<file path="src/sv/wia_pkg.sv">
// Shared types, opcodes and helpers of the word integer ALU.
package wia_pkg;

    localparam logic [5:0] OP_LOW      = 6'd0;
    localparam logic [5:0] OP_HIGH     = 6'd1;
    localparam logic [5:0] OP_COMPL    = 6'd2;
    localparam logic [5:0] OP_AND      = 6'd3;
    localparam logic [5:0] OP_OR       = 6'd4;
    localparam logic [5:0] OP_XOR      = 6'd5;
    localparam logic [5:0] OP_MAJ      = 6'd6;
    localparam logic [5:0] OP_XOR_XOR  = 6'd7;
    localparam logic [5:0] OP_CH       = 6'd8;
    localparam logic [5:0] OP_SOME     = 6'd9;
    localparam logic [5:0] OP_ALL      = 6'd10;
    localparam logic [5:0] OP_ONE      = 6'd11;
    localparam logic [5:0] OP_EQ       = 6'd12;
    localparam logic [5:0] OP_ADD      = 6'd13;
    localparam logic [5:0] OP_FULL_ADD = 6'd14;
    localparam logic [5:0] OP_FULL_INC = 6'd15;
    localparam logic [5:0] OP_INC      = 6'd16;
    localparam logic [5:0] OP_SUB      = 6'd17;
    localparam logic [5:0] OP_NEG      = 6'd18;
    localparam logic [5:0] OP_FULL_DEC = 6'd19;
    localparam logic [5:0] OP_DEC      = 6'd20;
    localparam logic [5:0] OP_FULL_SUB = 6'd21;
    localparam logic [5:0] OP_MUL      = 6'd22;
    localparam logic [5:0] OP_FULL_MUL = 6'd23;
    localparam logic [5:0] OP_IS_ZERO  = 6'd24;
    localparam logic [5:0] OP_IS_ONE   = 6'd25;
    localparam logic [5:0] OP_LE       = 6'd26;
    localparam logic [5:0] OP_LT       = 6'd27;
    localparam logic [5:0] OP_MIN      = 6'd28;
    localparam logic [5:0] OP_MAX      = 6'd29;
    localparam logic [5:0] OP_MEDIAN   = 6'd30;
    localparam logic [5:0] OP_DIV_MOD  = 6'd31;
    localparam logic [5:0] OP_DIVIDE   = 6'd32;
    localparam logic [5:0] OP_MODULO   = 6'd33;
    localparam logic [5:0] OP_DIVIDES  = 6'd34;

    localparam logic [1:0] CLS_SIMPLE = 2'd0;
    localparam logic [1:0] CLS_MUL    = 2'd1;
    localparam logic [1:0] CLS_DIV    = 2'd2;

    typedef struct packed {
        logic [5:0]  op;
        logic [1:0]  sel;
        logic        cin;
        logic [1:0]  cls;
        logic [63:0] a;
        logic [63:0] b;
        logic [63:0] c;
        logic [63:0] d;
    } t_item;

    typedef struct packed {
        logic        done;
        logic [63:0] quo;
        logic [63:0] rem;
    } t_div_res;

    typedef struct packed {
        logic [63:0] lo;
        logic [63:0] hi;
        logic        flag;
    } t_res;

    function automatic logic [63:0] word_mask(input logic [1:0] sel);
        logic [63:0] m;
        case (sel)
            2'd0: m = 64'h0000_0000_0000_00FF;
            2'd1: m = 64'h0000_0000_0000_FFFF;
            2'd2: m = 64'h0000_0000_FFFF_FFFF;
            default: m = 64'hFFFF_FFFF_FFFF_FFFF;
        endcase
        return m;
    endfunction

endpackage

</file>
<file path="src/sv/wia_front.sv">
// Front stage: takes input words, masks operands and classifies the operation.
module wia_front (
    input  logic            i_clk,
    input  logic            i_rst_n,
    input  logic            i_valid,
    output logic            o_ready,
    input  logic [5:0]      i_opcode,
    input  logic [1:0]      i_width_sel,
    input  logic            i_carry_in,
    input  logic [63:0]     i_operand_a,
    input  logic [63:0]     i_operand_b,
    input  logic [63:0]     i_operand_c,
    input  logic [63:0]     i_operand_d,
    output logic            o_valid,
    input  logic            i_ready,
    output wia_pkg::t_item  o_item
);

    logic           r_valid;
    wia_pkg::t_item r_item;
    wia_pkg::t_item n_item;
    logic [63:0]    m;

    always_comb begin
        m = wia_pkg::word_mask(i_width_sel);
        n_item.op  = i_opcode;
        n_item.sel = i_width_sel;
        n_item.cin = i_carry_in;
        n_item.a   = i_operand_a & m;
        n_item.b   = i_operand_b & m;
        n_item.c   = i_operand_c & m;
        n_item.d   = i_operand_d & m;
        case (i_opcode) inside
            wia_pkg::OP_MUL, wia_pkg::OP_FULL_MUL: n_item.cls = wia_pkg::CLS_MUL;
            wia_pkg::OP_DIV_MOD, wia_pkg::OP_DIVIDE, wia_pkg::OP_MODULO,
            wia_pkg::OP_DIVIDES: n_item.cls = wia_pkg::CLS_DIV;
            default: n_item.cls = wia_pkg::CLS_SIMPLE;
        endcase
    end

    assign o_ready = !r_valid || i_ready;
    assign o_valid = r_valid;
    assign o_item  = r_item;

    always_ff @(posedge i_clk) begin
        if (!i_rst_n) begin
            r_valid <= 1'b0;
        end else if (o_ready) begin
            r_valid <= i_valid;
        end
        if (o_ready && i_valid) begin
            r_item <= n_item;
        end
    end

endmodule

</file>
<file path="config.mk">
export PLATFORM = sky130hd
export DESIGN_NAME = wia_front
export DESIGN_NICKNAME = d
export VERILOG_FILES = /design/src/sv/wia_pkg.sv /design/src/sv/wia_front.sv
export SDC_FILE = /design/constraint.sdc
export NUM_CORES = 1
export LEC_CHECK = 0
export ABC_AREA = 1
export BUFFER_PORTS_ARGS = -buffer_cell sky130_fd_sc_hd__buf_2
export CAP_MARGIN = 10
export CORE_AREA = 2 2 209 211
export DETAILED_ROUTE_END_ITERATION = 8
export DIE_AREA = 0 0 211 213
export PLACE_DENSITY = 0.58
export RECOVER_POWER = 50
export SYNTH_ARGS = -nofsm -noshare
export SYNTH_HDL_FRONTEND = slang
export SYNTH_SLANG_ARGS = --single-unit
</file>
<file path="constraint.sdc">
create_clock -name i_clk -period 16.4 [get_ports i_clk]
set_input_delay 1.64 -clock i_clk [delete_from_list [all_inputs] [get_ports i_clk]]
set_output_delay 1.64 -clock i_clk [all_outputs]
set_load 0.01 [all_outputs]
</file>
==> results by group <==
Outcome
  • Status: complete, but fails checks
  • Violated checks: capacitance limit, slew limit

Synthesis
  • Synthesized instance count: 760
  • Area contributors post-synth: edfxtp_1, inv_1, nor2_1
  • Area leader, netlist: edfxtp_1
  • Top post-synthesis cells by count: edfxtp_1, inv_1, nor2_1
  • Yosys cell types: 10
  • Largest family of logic cells by synthesized area: buffers and inverters
  • Asr flop ratio synth: 0
  • Share of the synthesized area in the top cell type: 0.808
  • Syn Std Cell Area: around 0.0099 mm2
  • Complex-gate fraction of the synthesized area: 0.00126
  • Mux share of post-synthesis cell area: 0
  • Sequential share of the synthesized area: 0.810
  • YS warnings: 0
  • Xor/xnor share of the synthesized area: 0
  • Syn_area_per_cell: 13.1 um2
  • Syn nets: 1,029
  • Most frequent cell after synthesis: edfxtp_1
  • Synth Area in Adders: 0
  • Synth Area in Simple Gates: 0.0903
  • Top FF cell, synth: edfxtp_1
  • Yosys reg bits: 268
  • Post-synth EDFFs: 267

Timing
  • Final setup viols: 0
  • Worst-margin pin slew: 3.06 ns
  • Period utilization: 0.378
  • Setup TNS: 0 ns
  • Unrepaired setup endpoints after global routing: false
  • Final Max Slew Viols: 226
  • Final Hold Violating Endpoints: 0
  • Worst Skew: 0.0170 ns
  • Min cycle time layout: 6.20 ns
  • Maximum clock rate: 0.161 GHz
  • Slew headroom: -1.04

Global route
  • Grt ovf: 0
  • Pin count of the biggest net entering global routing: 88
  • Global-route usage over all layers: 0.112
  • Number of global-route vias before repair: 7,155
  • First-pass GRT wire length: 38,800 um
  • Initial antenna violation count: 3

Finish
  • Layout area overhead: 40.5%
  • Layout cells sized above 1: 0.344
  • Final instance count without filler cells: 1,881
  • Net count reported at finish: between 1,500 and 2,000

Placed design
  • DPL Wire Length: slightly above 20,000 um
  • Gp weighted congestion: 0.793
  • PortBufs: 537
  • Placed insts: 1,826

Clocking
  • Post-CTS sizing: 0
  • H-tree level count: 1
  • Clock buffer depth: 3
  • Hold buffers post-CTS: 0
  • Post-CTS setup buffers: 0
  • Total CTS buffers: 30
  • Clock Tree Root: clkbuf_16
  • CTS tree: built
  • Worst-skew pair later-pin latency: ~0.56 ns
  • Clock sinks: 268
  • Clk pin slew, worst setup/hold paths: about 0.060 ns

Power and ir drop
  • Maximum vdd drop: 0.0000825 V
  • Leak: 0.00680 uW
  • Power density cells: 113 mW/mm2

Drt
  • Antenna-violating nets left: 0
  • Total number of vias: 7,055
  • Routed wire length: 27,600 um
  • First-pass iteration count of the detailed router: 4
  • DR vias/cell: 3.75
  • Initial drt markers: ~370
  • DRC errors left: 0
  • DR WL/cell: 14.7 um

Floorplan
  • Starting Density: 0.232
  • Ports: between 500 and 600
  • Core area: 0.0427 mm2
  • Row count: between 70 and 80
  • Die Ht: approximately 210 um
  • Horiz. Die Dim: 211 um
  • Die area: 0.0449 mm2

Min path
  • Worst Hold Class: reg -> reg
  • Hold path cells: 2

Setup path
  • CP Launch Type: input pin
  • Flop2flop setup slack: around 12 ns
  • FF-to-FF path depth: 3
  • CP required: 16.78 ns
  • WP data arrival: 6.59 ns
  • Crit. End Element: register
  • CP max FO: 87
  • Critical path class: in -> reg

Job
  • Max Cap Violations: 4
report_power, final:
part,switching [uW],internal (uW)
Sequential,12.2,807
Combinational,91.7,55.8
Clock,260,343
metal layers:
layer / track usage / vias to the layer above / share of wire
met5: 0 / - / 0
met4: 0.0435 / 0 / 0.028
met3: 0.0399 / 49 / 0.099
met2: 0.195 / 342 / 0.50
met1: 0.127 / 3224 / 0.38
li1: - / 3440 / -
through the flow:
| step | cell area, um2 | hold slack [ns] | worst slack (ns) | utilization | power (uW) |
|---|---|---|---|---|---|
| after floorplan | 9920 | 0.595 | 0.939 | - | 913 |
| after global placement | 13200 | 0.535 | 12.56 | 0.310 | 984 |
| after detailed placement | 13200 | 0.548 | 12.46 | 0.310 | 987 |
| after CTS | 14100 | 0.561 | 12.70 | 0.331 | 1600 |
| after global routing | 13900 | 0.573 | 9.49 | 0.326 | 1640 |
| final | 13900 | 0.519 | 10.20 | 0.326 | 1570 |
final timing paths:
check,endpoint,from
worst max-delay path,o_item[191],i_width_sel[1]
worst min-delay path,o_valid,o_valid
worst max register to register,o_item[174],o_valid
worst min register to register,o_valid,o_valid
layout by cell type, fill, tap and decap left out, drive strengths merged:
cell,Yosys,routed
buf,24,423
edfxtp,267,267
inv,228,228
nor2,165,165
clkbuf,0,162
nand2,71,71
clkinv,0,13
diode,0,1
a21oi,1,1
nor3,1,1
a21boi,1,1
nand3,1,1
dfxtp,1,1
flip-flops by register name, indices dropped and copies added (netlist names):
signal and count:
o_valid 1, o_item 267
logic make-up (layout without fill, tap and decap cells):
group	after synthesis	after routing
DFF	268	268
buffers and inverters	252	826
and+or+nand+nor	238	238
AOI/OAI and AO/OA	2	2
other	0	1
area by class of cell:
type / count / area (um2)
fill: 4427 / 28800
sequential: 268 / 8040
timing repair buffer: 544 / 2580
multi-input combinational: 240 / 911
inverter: 228 / 856
clock buffer: 41 / 813
tap: 546 / 683
clock inverter: 13 / 57.6
antenna: 1 / 2.50
worst max-delay path, cell delays in order:
cell and delay [ns]:
buf_2 0.07, clkbuf_1 1.91, nand2_1 1.79, buf_4 0.78, nor2_1 0.24
Power figures use the tool's default switching activity.
