<file path="src/sv/wia_pkg.sv">
// Shared types, opcodes and helpers of the word integer ALU.
package wia_pkg;

    localparam logic [5:0] OP_LOW      = 6'd0;
    localparam logic [5:0] OP_HIGH     = 6'd1;
    localparam logic [5:0] OP_COMPL    = 6'd2;
    localparam logic [5:0] OP_AND      = 6'd3;
    localparam logic [5:0] OP_OR       = 6'd4;
    localparam logic [5:0] OP_XOR      = 6'd5;
    localparam logic [5:0] OP_MAJ      = 6'd6;
    localparam logic [5:0] OP_XOR_XOR  = 6'd7;
    localparam logic [5:0] OP_CH       = 6'd8;
    localparam logic [5:0] OP_SOME     = 6'd9;
    localparam logic [5:0] OP_ALL      = 6'd10;
    localparam logic [5:0] OP_ONE      = 6'd11;
    localparam logic [5:0] OP_EQ       = 6'd12;
    localparam logic [5:0] OP_ADD      = 6'd13;
    localparam logic [5:0] OP_FULL_ADD = 6'd14;
    localparam logic [5:0] OP_FULL_INC = 6'd15;
    localparam logic [5:0] OP_INC      = 6'd16;
    localparam logic [5:0] OP_SUB      = 6'd17;
    localparam logic [5:0] OP_NEG      = 6'd18;
    localparam logic [5:0] OP_FULL_DEC = 6'd19;
    localparam logic [5:0] OP_DEC      = 6'd20;
    localparam logic [5:0] OP_FULL_SUB = 6'd21;
    localparam logic [5:0] OP_MUL      = 6'd22;
    localparam logic [5:0] OP_FULL_MUL = 6'd23;
    localparam logic [5:0] OP_IS_ZERO  = 6'd24;
    localparam logic [5:0] OP_IS_ONE   = 6'd25;
    localparam logic [5:0] OP_LE       = 6'd26;
    localparam logic [5:0] OP_LT       = 6'd27;
    localparam logic [5:0] OP_MIN      = 6'd28;
    localparam logic [5:0] OP_MAX      = 6'd29;
    localparam logic [5:0] OP_MEDIAN   = 6'd30;
    localparam logic [5:0] OP_DIV_MOD  = 6'd31;
    localparam logic [5:0] OP_DIVIDE   = 6'd32;
    localparam logic [5:0] OP_MODULO   = 6'd33;
    localparam logic [5:0] OP_DIVIDES  = 6'd34;

    localparam logic [1:0] CLS_SIMPLE = 2'd0;
    localparam logic [1:0] CLS_MUL    = 2'd1;
    localparam logic [1:0] CLS_DIV    = 2'd2;

    typedef struct packed {
        logic [5:0]  op;
        logic [1:0]  sel;
        logic        cin;
        logic [1:0]  cls;
        logic [63:0] a;
        logic [63:0] b;
        logic [63:0] c;
        logic [63:0] d;
    } t_item;

    typedef struct packed {
        logic        done;
        logic [63:0] quo;
        logic [63:0] rem;
    } t_div_res;

    typedef struct packed {
        logic [63:0] lo;
        logic [63:0] hi;
        logic        flag;
    } t_res;

    function automatic logic [63:0] word_mask(input logic [1:0] sel);
        logic [63:0] m;
        case (sel)
            2'd0: m = 64'h0000_0000_0000_00FF;
            2'd1: m = 64'h0000_0000_0000_FFFF;
            2'd2: m = 64'h0000_0000_FFFF_FFFF;
            default: m = 64'hFFFF_FFFF_FFFF_FFFF;
        endcase
        return m;
    endfunction

endpackage

</file>
<file path="src/sv/wia_fifo.sv">
// Small register queue between the front and the back stages.
module wia_fifo #(
    parameter int DEPTH = 4
) (
    input  logic            i_clk,
    input  logic            i_rst_n,
    input  logic            i_push,
    output logic            o_ready,
    input  wia_pkg::t_item  i_item,
    output logic            o_valid,
    input  logic            i_pop,
    output wia_pkg::t_item  o_item
);

    localparam int AW = (DEPTH > 1) ? $clog2(DEPTH) : 1;
    localparam int CW = $clog2(DEPTH + 1);
    localparam logic [AW-1:0] LAST = AW'(DEPTH - 1);

    wia_pkg::t_item  r_mem [DEPTH];
    logic [AW-1:0]   r_wr;
    logic [AW-1:0]   r_rd;
    logic [CW-1:0]   r_cnt;
    logic            do_push;
    logic            do_pop;

    assign o_ready = (r_cnt != CW'(DEPTH));
    assign o_valid = (r_cnt != '0);
    assign o_item  = r_mem[r_rd];
    assign do_push = i_push && o_ready;
    assign do_pop  = i_pop && o_valid;

    always_ff @(posedge i_clk) begin
        if (!i_rst_n) begin
            r_wr  <= '0;
            r_rd  <= '0;
            r_cnt <= '0;
        end else begin
            if (do_push) begin
                r_wr <= (r_wr == LAST) ? '0 : r_wr + 1'b1;
            end
            if (do_pop) begin
                r_rd <= (r_rd == LAST) ? '0 : r_rd + 1'b1;
            end
            if (do_push && !do_pop) begin
                r_cnt <= r_cnt + 1'b1;
            end else if (do_pop && !do_push) begin
                r_cnt <= r_cnt - 1'b1;
            end
        end
        if (do_push) begin
            r_mem[r_wr] <= i_item;
        end
    end

endmodule

</file>
<file path="config.mk">
export PLATFORM = sky130hd
export DESIGN_NAME = wia_fifo
export DESIGN_NICKNAME = d
export VERILOG_FILES = /design/src/sv/wia_pkg.sv /design/src/sv/wia_fifo.sv
export SDC_FILE = /design/constraint.sdc
export NUM_CORES = 1
export LEC_CHECK = 0
export BUFFER_PORTS_ARGS = -buffer_cell sky130_fd_sc_hd__buf_2
export CORE_MARGIN = 1
export CORE_UTILIZATION = 35
export DETAILED_ROUTE_END_ITERATION = 6
export HOLD_SLACK_MARGIN = 0.12
export PLACE_DENSITY = 0.58
export SLEW_MARGIN = 40
export SYNTH_ARGS = -nofsm -noshare
export SYNTH_HDL_FRONTEND = slang
export SYNTH_SLANG_ARGS = --single-unit
</file>
<file path="constraint.sdc">
create_clock -name i_clk -period 10.7 [get_ports i_clk]
set_input_delay 2.675 -clock i_clk [delete_from_list [all_inputs] [get_ports i_clk]]
set_output_delay 2.675 -clock i_clk [all_outputs]
set_load 0.1 [all_outputs]
</file>
==> impl_results.md <==
* Status: finished clean
* Fillcell total at 9541
* Cell Pwr Density at 298 nW/µm²
* Place WS at 4.98 ns
* Slowest stage delay, CP at 0.80 ns
* Wire per inst at 23.0 µm
* Clock buffer depth at 3
* Min Tclk post-route at 6.28 ns
* Worst-path clk slew at 0.06 ns
* Total number of vias at 17600
* Nets@finish at 2341
* Hold slack at 0.512 ns
* Commonest non-fill, non-tap cell in the layout: edfxtp_1
* Worst path bufs/invs at 3
* Die W at 338 µm
* TritonCTS buffer count at 112
* Cts repair resizes at 0
* VDD IR max at 0.000195 V
* Max_slew headroom at 36.6%
* Fin. max-slew vios at 0
* Root buf cell: clkbuf_16
* Largest net degree at the start of global routing at 121
* Fmax achieved at 0.159 GHz
* Worst Setup Start Kind: register
* Initial Utilization at 35.5%
* Wirelength, routed at 84.2 mm
* Fin crit share at 58.7%
* Worst-Margin Slew at 0.951 ns
* Die area at 114000 µm²
* # rows at 122
* Max-Cap Viols at 0
* Yosys warning total at 0
* Core footprint at 111000 µm²
* Initial antenna violation count at 31
* Avg Inst Size Synth at 27.3 µm²
* Leakage at 0.0160 µW
* Synth Register Bits at 1077
* Critical Path RT at 8.03 ns
* RD Place Congestion at 0.711
* Gr usage total at 14.5%
* Synth cell types at 27
* Die Span Y at 338 µm
* IO Port Bufs at 539
* Fin. Hold Viols at 0
* Worst min path class: reg2reg
* Worst Path Arrival at 3.60 ns
* Drt drc at 0
* Pwr Total at 14200 µW
* Setup TNS at 0 ns
* DR pass1 iterations at 5
* First-pass GRT wire length at 122 mm
* I/O Pins at 540
* Total grt overflow at 0
* Clock Latency Late Sink at 0.69 ns
* Vias per cell at 4.81
* Final setup fails at 0
* Setup CP Type: reg2out
* Depth of the CTS H-tree at 3
* Post-route ant nets at 0
* Crit. End Element: output pin
* DRT iter0 DRCs at 850
* Area Growth Syn to Fin at 21.1%
* Top delay family on crit path: buffers and inverters
* Hold buffers post-CTS at 0
* Crit path max fanout at 49
* Sequential area share after synthesis at 81.7%
* Setup Skew at 0.0279 ns
* CTS tree: yes
* Worst-path cell chain: buf_4, buf_4, mux4_2, buf_2
* Mapped cell area at 39500 µm²
* Most common cell on crit path: buf_4
* Unrepaired setup endpoints after global routing: false
* Post-DP HPWL at 50.9 mm
* Placed Instances at 3434
* Postcts setup bufs at 0
* Syn nets at 1724
* Post-synthesis cell count at 1446
* Most frequent cells in the layout: edfxtp_1, buf_2, mux4_2
* Layout cells sized above 1 at 40.8%
* Vias in the first global route at 19000
* Final std cells w/o fill at 3653
* CP max stage cell: dfxtp_4
* Post-route setup slack at 4.42 ns
* Sinks on Clock Net at 1077
==> worst register-to-register path, stage by stage, from the launching register on <==
cell	delay, ns
dfxtp_1	0.44
or3b_1	0.28
and3_4	0.71
buf_12	0.43
buf_16	0.40
==> registers in the layout (all words and copies together), names as in the netlist, named ones only <==
signal  cells
r_mem    1068
r_cnt       3
r_rd        2
r_wr        2
==> Yosys cell counts, drive strengths merged <==
library cell	count	area share, %
a21boi	1	0.019
and2	2	0.038
and3	4	0.063
buf	55	1.2
clkbuf	7	0.067
dfxtp	9	0.46
edfxtp	1068	81
fa	1	0.051
ha	6	0.19
inv	3	0.029
mux2i	2	0.051
mux4	267	16
nand2	5	0.048
nand3	2	0.025
nand4	1	0.016
nor2	2	0.019
nor2b	1	0.016
o21ai	4	0.051
o31ai	1	0.019
or3	2	0.032
or3b	1	0.022
xnor2	1	0.022
xor2	1	0.022
==> path summary, 6_finish.rpt <==
path                                  to                  start  slack (ns)  cells past startpoint
setup reg to reg  r_mem[2][95]$_DFFE_PP_  r_cnt[0]$_SDFFE_PN0P_        7.94                      4
hold / removal                  register   r_rd[0]$_SDFFE_PN0P_        0.51                      2
hold reg to reg                 register   r_rd[0]$_SDFFE_PN0P_        0.51                      2
setup / recovery               o_item[8]               register        4.42                      4
==> power breakdown <==
| group | internal, µW | total [µW] | leakage, µW | switching (µW) |
|---|---|---|---|---|
| registers | 5110 | 5220 | 0.00986 | 109 |
| clock network | 2270 | 3840 | 0.00181 | 1580 |
| logic | 1010 | 5170 | 0.00429 | 4160 |
| total | 8390 | 14200 | 0.0160 | 5840 |
==> stage by stage <==
step                area, µm²  util (%)
CTS                     47700      42.9
finish                  47800      43.0
detailed placement      44000      39.6
global route            47800      43.0
floorplan               39500         -
global placement        43800      39.4
==> area by class of cell <==
| cell class | count | area, µm² | area share [%] |
|---|---|---|---|
| Sequential cell | 1077 | 32300 | 67.5 |
| Tap cell | 1488 | 1860 | 3.89 |
| Inverter | 3 | 11.3 | 0.0236 |
| Antenna cell | 6 | 15.0 | 0.0314 |
| Multi-Input combinational cell | 304 | 6770 | 14.1 |
| Clock buffer | 134 | 2930 | 6.12 |
| Clock inverter | 76 | 766 | 1.60 |
| Timing Repair Buffer | 565 | 3210 | 6.71 |
==> logic make-up after synthesis <==
| kind of cell | synth area share [%] |
|---|---|
| flops | 81.7 |
| mux | 16.4 |
| buf+inv | 1.25 |
| simple gates | 0.279 |
| fa+ha+maj | 0.241 |
| compound gates | 0.0887 |
| xor+xnor | 0.0444 |
==> per-layer routing <==
layer / share of wire, % / GRT usage [%] / routed length [µm] / vias up
met3: 7.6 / 4.83 / 6440 / 191
met5: 0.31 / 0 / 259 / -
li1: - / - / - / 7681
met2: 51 / 24.6 / 42800 / 524
met1: 38 / 17.0 / 32200 / 9141
met4: 2.9 / 5.18 / 2460 / 40
(Power assumes the default switching activity.)
